### src/rtl/iebam_pkg.sv
// Shared types and codes for the I2C EEPROM byte access master.
package iebam_pkg;

    localparam logic [1:0] ACT_PLAIN = 2'd0;
    localparam logic [1:0] ACT_WRITE = 2'd1;
    localparam logic [1:0] ACT_READ  = 2'd2;

    localparam logic REG_DEV_ADDR = 1'b0;
    localparam logic REG_ACK_TMO  = 1'b1;

    localparam logic [6:0] DEV_ADDR_RST = 7'd80;
    localparam logic [7:0] ACK_TMO_RST  = 8'd255;

    typedef enum logic [3:0] {
        ST_IDLE   = 4'd0,
        ST_START1 = 4'd1,
        ST_CTRLW  = 4'd2,
        ST_ACK1   = 4'd3,
        ST_ADDR   = 4'd4,
        ST_ACK2   = 4'd5,
        ST_DATA   = 4'd6,
        ST_ACK3   = 4'd7,
        ST_START2 = 4'd8,
        ST_CTRLR  = 4'd9,
        ST_ACK4   = 4'd10,
        ST_READ   = 4'd11,
        ST_STOP   = 4'd12
    } t_stage;

    typedef struct packed {
        t_stage     stage;
        logic [1:0] sub;
        logic [3:0] bit_count;
        logic [7:0] shift_byte;
        logic [8:0] poll_count;
        logic       is_read;
        logic [7:0] held_address;
        logic [7:0] held_data;
        logic       scl;
        logic       sda;
    } t_state;

    typedef struct packed {
        logic [6:0] device_address;
        logic [7:0] ack_timeout;
    } t_cfg;

    typedef struct packed {
        logic       scl_out;
        logic       sda_out;
        logic       busy_res;
        logic       done_res;
        logic [7:0] read_data;
    } t_result;

endpackage

### src/rtl/iebam_regs.sv
// APB configuration registers: device address and ACK timeout.
module iebam_regs (
    input  logic                i_clk,
    input  logic                i_rst_n,
    input  logic                psel,
    input  logic                penable,
    input  logic                pwrite,
    input  logic [2:0]          paddr,
    input  logic [31:0]         pwdata,
    output logic [31:0]         prdata,
    output logic                pready,
    output iebam_pkg::t_cfg     o_cfg
);

    logic [6:0] r_dev_addr;
    logic [7:0] r_ack_tmo;
    logic       wr_en;

    assign pready = 1'b1;
    assign wr_en  = psel && penable && pwrite;

    always_ff @(posedge i_clk) begin
        if (!i_rst_n) begin
            r_dev_addr <= iebam_pkg::DEV_ADDR_RST;
            r_ack_tmo  <= iebam_pkg::ACK_TMO_RST;
        end else if (wr_en) begin
            if (paddr[2] == iebam_pkg::REG_DEV_ADDR) begin
                r_dev_addr <= pwdata[6:0];
            end else begin
                r_ack_tmo <= pwdata[7:0];
            end
        end
    end

    always_comb begin
        if (paddr[2] == iebam_pkg::REG_ACK_TMO) begin
            prdata = {24'd0, r_ack_tmo};
        end else begin
            prdata = {25'd0, r_dev_addr};
        end
    end

    assign o_cfg.device_address = r_dev_addr;
    assign o_cfg.ack_timeout    = r_ack_tmo;

endmodule

### src/rtl/iebam_step.sv
// Next-state and line-level logic for one bus phase tick.
module iebam_step (
    input  iebam_pkg::t_state   i_cur,
    input  iebam_pkg::t_cfg     i_cfg,
    input  logic [1:0]          i_action,
    input  logic [7:0]          i_word_address,
    input  logic [7:0]          i_write_data,
    input  logic                i_sda_in,
    output iebam_pkg::t_state   o_nxt,
    output iebam_pkg::t_result  o_res
);

    always_comb begin
        iebam_pkg::t_state s;
        iebam_pkg::t_stage succ;
        logic [7:0]        ctrl;
        logic [7:0]        wbyte;
        logic [3:0]        bc_inc;
        logic              busy;
        logic              done;

        s    = i_cur;
        busy = 1'b0;
        done = 1'b0;

        if (i_cur.stage == iebam_pkg::ST_IDLE && i_cur.sub == 2'd0 &&
            (i_action == iebam_pkg::ACT_WRITE || i_action == iebam_pkg::ACT_READ)) begin
            s.is_read      = (i_action == iebam_pkg::ACT_READ);
            s.held_address = i_word_address;
            s.held_data    = i_write_data;
            s.bit_count    = 4'd0;
            s.poll_count   = 9'd0;
            s.stage        = iebam_pkg::ST_START1;
            s.sub          = 2'd0;
        end

        ctrl   = {i_cfg.device_address, 1'b0};
        bc_inc = s.bit_count + 4'd1;

        case (s.stage)
            iebam_pkg::ST_ADDR:  wbyte = s.held_address;
            iebam_pkg::ST_DATA:  wbyte = s.held_data;
            iebam_pkg::ST_CTRLR: wbyte = ctrl | 8'h01;
            default:             wbyte = ctrl;
        endcase

        case (s.stage)
            iebam_pkg::ST_START1: succ = iebam_pkg::ST_CTRLW;
            iebam_pkg::ST_START2: succ = iebam_pkg::ST_CTRLR;
            iebam_pkg::ST_CTRLW:  succ = iebam_pkg::ST_ACK1;
            iebam_pkg::ST_ACK1:   succ = iebam_pkg::ST_ADDR;
            iebam_pkg::ST_ADDR:   succ = iebam_pkg::ST_ACK2;
            iebam_pkg::ST_ACK2:   succ = s.is_read ? iebam_pkg::ST_START2
                                                   : iebam_pkg::ST_DATA;
            iebam_pkg::ST_DATA:   succ = iebam_pkg::ST_ACK3;
            iebam_pkg::ST_ACK3:   succ = iebam_pkg::ST_STOP;
            iebam_pkg::ST_CTRLR:  succ = iebam_pkg::ST_ACK4;
            iebam_pkg::ST_ACK4:   succ = iebam_pkg::ST_READ;
            iebam_pkg::ST_READ:   succ = iebam_pkg::ST_STOP;
            default:              succ = iebam_pkg::ST_IDLE;
        endcase

        case (s.stage)
            iebam_pkg::ST_START1, iebam_pkg::ST_START2: begin
                busy = 1'b1;
                case (s.sub)
                    2'd0: begin s.sda = 1'b1; s.sub = 2'd1; end
                    2'd1: begin s.scl = 1'b1; s.sub = 2'd2; end
                    2'd2: begin s.sda = 1'b0; s.sub = 2'd3; end
                    default: begin
                        s.scl   = 1'b0;
                        s.stage = succ;
                        s.sub   = 2'd0;
                    end
                endcase
            end
            iebam_pkg::ST_CTRLW, iebam_pkg::ST_ADDR, iebam_pkg::ST_DATA,
            iebam_pkg::ST_CTRLR: begin
                busy = 1'b1;
                case (s.sub)
                    2'd0: begin
                        s.sda = wbyte[3'd7 - s.bit_count[2:0]];
                        s.sub = 2'd1;
                    end
                    2'd1: begin s.scl = 1'b1; s.sub = 2'd2; end
                    2'd2: begin
                        s.scl       = 1'b0;
                        s.bit_count = bc_inc;
                        s.sub       = bc_inc[3] ? 2'd3 : 2'd0;
                    end
                    default: begin
                        s.sda       = 1'b1;
                        s.scl       = 1'b0;
                        s.bit_count = 4'd0;
                        s.stage     = succ;
                        s.sub       = 2'd0;
                    end
                endcase
            end
            iebam_pkg::ST_ACK1, iebam_pkg::ST_ACK2, iebam_pkg::ST_ACK3,
            iebam_pkg::ST_ACK4: begin
                busy = 1'b1;
                if (s.sub == 2'd0) begin
                    s.scl        = 1'b1;
                    s.poll_count = 9'd0;
                    s.sub        = 2'd1;
                end else if (!i_sda_in ||
                             s.poll_count >= {1'b0, i_cfg.ack_timeout}) begin
                    // missing ACK after timeout is not reported
                    s.scl   = 1'b0;
                    s.stage = succ;
                    s.sub   = 2'd0;
                end else begin
                    s.poll_count = s.poll_count + 9'd1;
                end
            end
            iebam_pkg::ST_READ: begin
                busy = 1'b1;
                case (s.sub)
                    2'd0: begin
                        s.sda       = 1'b1;
                        s.bit_count = 4'd0;
                        s.sub       = 2'd1;
                    end
                    2'd1: begin
                        s.scl        = 1'b1;
                        s.shift_byte = {s.shift_byte[6:0], i_sda_in};
                        s.sub        = 2'd2;
                    end
                    2'd2: begin
                        s.scl       = 1'b0;
                        s.bit_count = bc_inc;
                        s.sub       = bc_inc[3] ? 2'd3 : 2'd1;
                    end
                    default: begin
                        s.sda       = 1'b1;
                        s.scl       = 1'b0;
                        s.bit_count = 4'd0;
                        s.stage     = succ;
                        s.sub       = 2'd0;
                    end
                endcase
            end
            iebam_pkg::ST_STOP: begin
                busy = 1'b1;
                case (s.sub)
                    2'd0: begin s.sda = 1'b0; s.sub = 2'd1; end
                    2'd1: begin s.scl = 1'b1; s.sub = 2'd2; end
                    default: begin
                        s.sda   = 1'b1;
                        s.stage = iebam_pkg::ST_IDLE;
                        s.sub   = 2'd0;
                        done    = 1'b1;
                    end
                endcase
            end
            default: begin
                s.stage = iebam_pkg::ST_IDLE;
                s.sub   = 2'd0;
            end
        endcase

        o_nxt           = s;
        o_res.scl_out   = s.scl;
        o_res.sda_out   = s.sda;
        o_res.busy_res  = busy;
        o_res.done_res  = done;
        o_res.read_data = s.shift_byte;
    end

endmodule

### src/rtl/i2c_eeprom_byte_access_master.sv
// Top level: I2C EEPROM byte write / random read master, one bus tick per word.
// Latency: the result word for an input word is valid the cycle after it is accepted.
// One word per cycle unless stalled; the sequencer state and result register both
// update at input accept, so a new word is taken while the previous result drains.
// Reset: synchronous active-low; sequencer idle, both lines released, registers
// return to device address 80 and ACK timeout 255, output register empty.
module i2c_eeprom_byte_access_master (
    input  logic        i_clk,
    input  logic        i_rst_n,
    input  logic        i_in_valid,
    output logic        o_in_ready,
    input  logic [1:0]  i_action,
    input  logic [7:0]  i_word_address,
    input  logic [7:0]  i_write_data,
    input  logic        i_sda_in,
    output logic        o_out_valid,
    input  logic        i_out_ready,
    output logic        o_scl_out,
    output logic        o_sda_out,
    output logic        o_busy_res,
    output logic        o_done_res,
    output logic [7:0]  o_read_data,
    input  logic        psel,
    input  logic        penable,
    input  logic        pwrite,
    input  logic [2:0]  paddr,
    input  logic [31:0] pwdata,
    output logic [31:0] prdata,
    output logic        pready
);

    iebam_pkg::t_cfg    cfg;
    iebam_pkg::t_state  r_state;
    iebam_pkg::t_state  n_state;
    iebam_pkg::t_result r_res;
    iebam_pkg::t_result n_res;
    logic               r_out_valid;
    logic               in_acc;

    iebam_regs u_regs (
        .i_clk   (i_clk),
        .i_rst_n (i_rst_n),
        .psel    (psel),
        .penable (penable),
        .pwrite  (pwrite),
        .paddr   (paddr),
        .pwdata  (pwdata),
        .prdata  (prdata),
        .pready  (pready),
        .o_cfg   (cfg)
    );

    iebam_step u_step (
        .i_cur          (r_state),
        .i_cfg          (cfg),
        .i_action       (i_action),
        .i_word_address (i_word_address),
        .i_write_data   (i_write_data),
        .i_sda_in       (i_sda_in),
        .o_nxt          (n_state),
        .o_res          (n_res)
    );

    assign o_in_ready = !r_out_valid || i_out_ready;
    assign in_acc     = i_in_valid && o_in_ready;

    always_ff @(posedge i_clk) begin
        if (!i_rst_n) begin
            r_state.stage        <= iebam_pkg::ST_IDLE;
            r_state.sub          <= 2'd0;
            r_state.bit_count    <= 4'd0;
            r_state.shift_byte   <= 8'd0;
            r_state.poll_count   <= 9'd0;
            r_state.is_read      <= 1'b0;
            r_state.held_address <= 8'd0;
            r_state.held_data    <= 8'd0;
            r_state.scl          <= 1'b1;
            r_state.sda          <= 1'b1;
            r_out_valid          <= 1'b0;
        end else begin
            if (in_acc) begin
                r_state <= n_state;
            end
            if (in_acc) begin
                r_out_valid <= 1'b1;
            end else if (i_out_ready) begin
                r_out_valid <= 1'b0;
            end
        end
    end

    always_ff @(posedge i_clk) begin
        if (in_acc) begin
            r_res <= n_res;
        end
    end

    assign o_out_valid = r_out_valid;
    assign o_scl_out   = r_res.scl_out;
    assign o_sda_out   = r_res.sda_out;
    assign o_busy_res  = r_res.busy_res;
    assign o_done_res  = r_res.done_res;
    assign o_read_data = r_res.read_data;

    // idle sequencer always leaves both lines released
    a_idle_lines: assert property (@(posedge i_clk) disable iff (!i_rst_n)
        (r_state.stage == iebam_pkg::ST_IDLE) |-> (r_state.scl && r_state.sda))
        else $error("idle with a line driven low");

    // a command taken while idle starts a sequence on that tick
    a_cmd_busy: assert property (@(posedge i_clk) disable iff (!i_rst_n)
        (in_acc && r_state.stage == iebam_pkg::ST_IDLE &&
         (i_action == iebam_pkg::ACT_WRITE || i_action == iebam_pkg::ACT_READ))
        |=> (r_out_valid && r_res.busy_res &&
             r_state.stage == iebam_pkg::ST_START1))
        else $error("command not started");

    // stop completion returns the sequencer to idle
    a_done_idle: assert property (@(posedge i_clk) disable iff (!i_rst_n)
        (in_acc && n_res.done_res) |=> (r_state.stage == iebam_pkg::ST_IDLE))
        else $error("done without return to idle");

    // sequencer state only moves on accepted words
    a_state_hold: assert property (@(posedge i_clk) disable iff (!i_rst_n)
        !in_acc |=> $stable(r_state))
        else $error("state changed without an accepted word");

endmodule
### config.mk
export PLATFORM = sky130hd
export DESIGN_NAME = i2c_eeprom_byte_access_master
export DESIGN_NICKNAME = d
export VERILOG_FILES = /design/src/rtl/iebam_pkg.sv /design/src/rtl/iebam_regs.sv /design/src/rtl/iebam_step.sv /design/src/rtl/i2c_eeprom_byte_access_master.sv
export SDC_FILE = /design/constraint.sdc
export NUM_CORES = 1
export LEC_CHECK = 0
export BUFFER_PORTS_ARGS = -buffer_cell sky130_fd_sc_hd__buf_4
export CORE_MARGIN = 2
export CORE_UTILIZATION = 55
export DETAILED_ROUTE_END_ITERATION = 10
export HOLD_SLACK_MARGIN = 0.02
export PLACE_DENSITY = 0.82
export SLEW_MARGIN = 15
export SYNTH_ARGS = -nofsm -noshare
export SYNTH_HDL_FRONTEND = slang
export SYNTH_SLANG_ARGS = --single-unit
### constraint.sdc
create_clock -name i_clk -period 8.8 [get_ports i_clk]
set_input_delay 0.44 -clock i_clk [delete_from_list [all_inputs] [get_ports i_clk]]
set_output_delay 0.44 -clock i_clk [all_outputs]
set_load 0.02 [all_outputs]
==> results of run 1 <==
-- cells in the mapped netlist, drive strengths merged, types with 4 or more instances --
master,n
edfxtp,12
clkbuf,13
dfxtp,62
mux2,27
o31ai,4
nor2,36
nand4,5
o211ai,15
a22oi,4
a21boi,4
o32a,4
inv,25
nor3,13
nand3,22
ha,16
a32oi,4
or3,4
nand4b,4
and3,4
nor3b,6
o21ai,24
nand2b,7
mux2i,5
a21oi,38
nand2,91
buf,40
and2,9
-- stage by stage --
stage / total power, µW / std cells / setup WS (ns)
after CTS: 777.4 / 712 / 4.456
after global routing: 810.8 / 712 / 4.090
after global placement: 508.6 / 696 / 4.562
final: 777.6 / 712 / 4.359
after detailed placement: 511.7 / 696 / 4.498
after floorplan: 476.2 / 585 / 5.379
-- routing by layer --
metal,wire length (µm),vias up
li1,-,2056
met1,4707,2004
met2,5497,243
met3,1034,36
met4,315,0
met5,0,-
-- report_power, final --
part           internal (µW)  leakage (µW)  switching, µW
Sequential               361      0.000623           10.4
Combinational           50.6       0.00145           85.1
Clock                    134     0.0000975            137
Total                    545       0.00217            232
-- how the worst max path moves through the flow --
stage                        to  slack (ns)
floorplan           r_state[43]        5.38
global placement    r_state[26]        4.56
detailed placement  r_state[26]        4.50
CTS                 r_state[26]        4.46
global route        r_state[26]        4.09
finish              r_state[26]        4.36
-- worst max-delay path, cell delays in order, from the launching register on --
cell and delay (ns):
dfxtp_1 0.41, inv_1 0.25, ha_1 0.47, nor4b_4 0.41, nand2_1 0.41, nand2_1 0.26, inv_1 0.06, ha_1 0.33
nand3_1 0.10, nand4b_1 0.21, or3_4 0.39, nor3_4 0.48, a211oi_1 0.16, or3b_1 0.37
-- cells by family (layout without fill, tap and decap cells) --
group,count (synthesis),in the layout,synth area share [%]
and+or+nand+nor,226,226,24.74
muxes,33,33,8.087
xor gates and xnor gates,1,1,0.1863
buffers and inverters,78,100,8.912
DFF,74,74,34.05
AOI/OAI and AO/OA,132,132,19.61
other,2,25,0.1597
adders and majority gates,16,16,4.256
-- final cells by class --
class | count | area [µm²]
fill | 693 | 3019
multi-input combinational | 433 | 2769
sequential | 74 | 1602
timing repair buffer | 59 | 442.9
tap | 105 | 131.4
clock buffer | 10 | 127.6
inverter | 25 | 93.84
clock inverter | 6 | 72.57
-- state kept, by name (all words and copies together) (netlist names) --
| name | count |
|---|---|
| o_sda_out | 1 |
| o_scl_out | 1 |
| o_done_res | 1 |
| r_state | 46 |
| o_busy_res | 1 |
| u_regs.r_dev_addr | 7 |
| o_out_valid | 1 |
| o_read_data | 8 |
| u_regs.r_ack_tmo | 8 |
==> flow_summary.ini, run 1 <==
[worst_setup_path]
r2r_slack_ns = 4.36
r2r_end = r_state[26]
end_kind = flip-flop
cp.required_ns = 9.04
reg2reg_from = r_state[40]
rr_worst_depth = 13
startpoint = r_state[40]
critPathKind = flip-flop to flip-flop
critPathLaunchType = flip-flop
crit_fanout = 15
cp.arrival_ns = 4.69

[logic_synthesis]
yosysTopAreaCell = dfxtp_1
synth_async_sr_flop_share_pct = 0
ys_seq_area_share_pct = 34.05
synth_area_leaders = dfxtp_1, edfxtp_1, nand2_1, mux2_2, ha_1
yosys_warnings = 0
ys_ff_latch = 74
synthDistinctLibCells = 82
synth_area_per_cell_um2 = 8.369
syn_area_um2 = 4703
synth-main-ff-cell = dfxtp_1
synth_edf_count = 12
synth_top_cell_area_share_pct = 26.39
netlist_instances = 562

[die]
die_height_um = 96.48
start_util_pct = 56.95
io_pins = 108
fp.dieArea_um2 = 9307
core_um2 = 8258
rows = 33
die_w_um = 96.48

[global_routing]
grt_max_degree = 39
grt_pass1_vias = 3933
use_met2_pct = 41.03
antenna_found_initial = 0
grt_pass1_wl_mm = 18.88
grt_overflow_total = 0
use_met3_pct = 6.362
grt_util_met1_pct = 33.72
grt_use_total_pct = 25.91
busiest_layer = met2

[hold_path]
min_path_type = input pin to flip-flop
whs_path_depth = 3
holdPathEnd = u_regs.r_ack_tmo[2]
hold_path_startpoint = pwdata[2]

[sta]
skew_ns = 0.008488
final.setup.tns_ns = 0
slew_violations = 0
hold_ws_ns = 0.3029
fmax_mhz = 225.2
post-route-period-util_pct = 50.47
period_needed_ns = 4.441
worst_pin_slew_ns = 1.023
slew_headroom_pct = 31.57
hold_violations = 0
rsz0062_at_grt = no
setup-violations-final = 0

[layout]
areaGrowthSynthToFinish_pct = 11.39
stdcell_area_um2 = 5239
nets = 679
fin_util_pct = 63.44
drive_gt1_share_pct = 19.77
mostFrequentLayoutCells = nand2_1, dfxtp_1, buf_4
antenna_cells = 0
final_common_cell = nand2_1

[clocking]
cts.sinks = 74
clk_pin_slew_ns = 0.08
cts_setup_buffers = 0
clock_latency_ns = 0.36
ctsHtreeMaxLevel = 3
postCtsHoldBufs = 0
cts_tree = yes
clockBufferDepth = 2
cts_buffers = 9
cts_resized = 0
root_buffer = clkbuf_8

[routing]
drt_iter0_drc = 387
drc = 0
viasPerCell = 6.094
antenna_left = 0
firstDrtPassIters = 5
wirelength_mm = 11.55
routed-via-count = 4339
avgRoutedWirePerCell_um = 16.23

[place]
dp_hpwl_mm = 8.169
place_congestion = 0.9537
dpl-instance-area_um2 = 5039
io_buffers = 56

[outcome]
status = finished clean

[pwr]
p_leak_uw = 0.002167
vdd_drop_max_v = 0.0001250
powerDensity_nw_per_um2 = 148.4

[job]
maxCapViolCount = 0
Power figures use the tool's default switching activity.
==> run 2, diff against run 1 <==
clock period = 4.5 ns   (was 8.8 ns; I/O delays follow)
==> run 2 against run 1 <==
Against the previous run: design area increased by 1.1%; hold slack lost 0.22 ns; first-iteration DRC count down 5.7%; core utilization rose by 0.73 points; sequential cell count stayed put; cell count is 1.1% higher; power increased by 99%; clock-buffer cell count is 1 lower; non-clock buffer count increased by 8; wire length up 5.2%; sequential share of layout area fell by 0.35 points; critical path type unchanged.
==> flow_summary.ini, run 2 (same netlist as run 1, synthesis figures left out) <==
[clocking]
clockBufferDepth = 2
clock_latency_ns = 0.36
cts_setup_buffers = 0
cts.sinks = 74
postCtsHoldBufs = 0
clk_pin_slew_ns = 0.09
root_buffer = clkbuf_8
cts_buffers = 9
ctsHtreeMaxLevel = 3
cts_resized = 0
cts_tree = yes

[place]
dp_hpwl_mm = 8.785
place_congestion = 0.9568
io_buffers = 56

[sta]
post-route-period-util_pct = 87.79
worst_pin_slew_ns = 1.059
skew_ns = 0.01354
period_needed_ns = 3.950
hold_ws_ns = 0.08664
final.setup.tns_ns = 0
hold_violations = 0
slew_headroom_pct = 29.15
slew_violations = 0
rsz0062_at_grt = no
fmax_mhz = 253.1
setup-violations-final = 0

[pwr]
vdd_drop_max_v = 0.0002435
p_leak_uw = 0.002206
powerDensity_nw_per_um2 = 291.3

[worst_setup_path]
end_kind = flip-flop
cpMaxStageDelayCell = nor4b_4
cp-endpoint = r_state[24]
critPathKind = flip-flop to flip-flop
cp_num_cells = 13
rr_worst_depth = 13
critPathLaunchType = flip-flop
cp.arrival_ns = 4.23
slowest_delay_ns = 0.44
crit_family = simple AND/OR/NAND/NOR gates
cp_cell_sequence = inv_1 > ha_1 > nor4b_4 > nand2_1 > and2_1 > ha_1 > a21oi_1 > a21oi_1 > or3_4 > nor3_4 > buf_4 > nand2_1 > o31ai_2
reg2reg_from = r_state[40]
crit_fanout = 12
cp_num_buf_inv = 2
r2r_slack_ns = 0.55
cp.required_ns = 4.78
r2r_end = r_state[24]
startpoint = r_state[40]

[routing]
avgRoutedWirePerCell_um = 16.88
viasPerCell = 6.133
wirelength_mm = 12.15
antenna_left = 0
routed-via-count = 4416
drc = 0
drt_iter0_drc = 365
firstDrtPassIters = 6

[layout]
regMostFlops = r_state
mostFrequentLayoutCells = nand2_1, buf_4, dfxtp_1
fillCellCount = 715
drive_gt1_share_pct = 20.98
nets = 687
largest_register_ffs = 46
final_common_cell = nand2_1
antenna_cells = 0
areaGrowthSynthToFinish_pct = 12.66

[die]
die_height_um = 96.48
rows = 33
die_w_um = 96.48
core_um2 = 8258
fp.dieArea_um2 = 9307
start_util_pct = 56.95
io_pins = 108

[global_routing]
grt_use_total_pct = 26.55
grt_max_degree = 39
antenna_found_initial = 0
grt_pass1_wl_mm = 19.22
grt_pass1_vias = 3978
grt_overflow_total = 0

[job]
maxCapViolCount = 0

[outcome]
status = finished clean

[hold_path]
min_path_type = input pin to flip-flop
## run 2: cell type report
class / instances / area (µm²) / share of cell area [%]
Multi-Input combinational cell: 433 / 2769 / 52.26
Sequential cell: 74 / 1602 / 30.22
Timing Repair Buffer: 67 / 503.0 / 9.492
Tap cell: 105 / 131.4 / 2.479
Clock buffer: 9 / 123.9 / 2.338
Inverter: 25 / 93.84 / 1.771
Clock inverter: 7 / 76.32 / 1.440
## run 2: through the flow
stage	utilization (%)	area (µm²)	total power, µW	instances	setup WS [ns]
floorplan	-	4790	931.3	585	1.184
global route	64.17	5299	1597	720	0.3189
finish	64.17	5299	1544	720	0.5496
global placement	61.74	5099	1001	704	0.7003
detailed placement	61.74	5099	1010	704	0.6414
CTS	64.17	5299	1541	720	0.6114
## run 2: worst min path at each step
| stage | startpoint | end | slack [ns] | depth (start not counted) |
|---|---|---|---|---|
| after floorplan | pwdata[0] | u_regs.r_ack_tmo[0] | 0.35 | 2 |
| after global placement | r_state[7] | r_state[7] | 0.44 | 2 |
| after detailed placement | r_state[10] | r_state[10] | 0.45 | 2 |
| after CTS | pwdata[2] | u_regs.r_ack_tmo[2] | 0.08 | 3 |
| after global routing | pwdata[2] | u_regs.r_ack_tmo[2] | 0.09 | 3 |
| final | pwdata[2] | u_regs.r_ack_tmo[2] | 0.09 | 3 |
## run 2: layer usage
| layer | GRT usage (%) | part of all wire (%) | vias to the layer above |
|---|---|---|---|
| met5 | 0 | 0 | - |
| met4 | 10.33 | 2.9 | 0 |
| met3 | 4.965 | 6.8 | 41 |
| met2 | 44.21 | 49 | 202 |
| met1 | 34.11 | 41 | 2086 |
| li1 | - | - | 2087 |
## run 2: worst min-delay path: stages
cell and delay, ns:
buf_4 0.09, nand2_1 0.04, nand3_1 0.06
## run 2: where the power goes
group / switching (µW) / total, µW / leakage, µW / internal (µW)
sequential: 18.0 / 724 / 0.000623 / 706
combinational: 172 / 276 / 0.00149 / 104
clock: 284 / 544 / 0.0000962 / 260
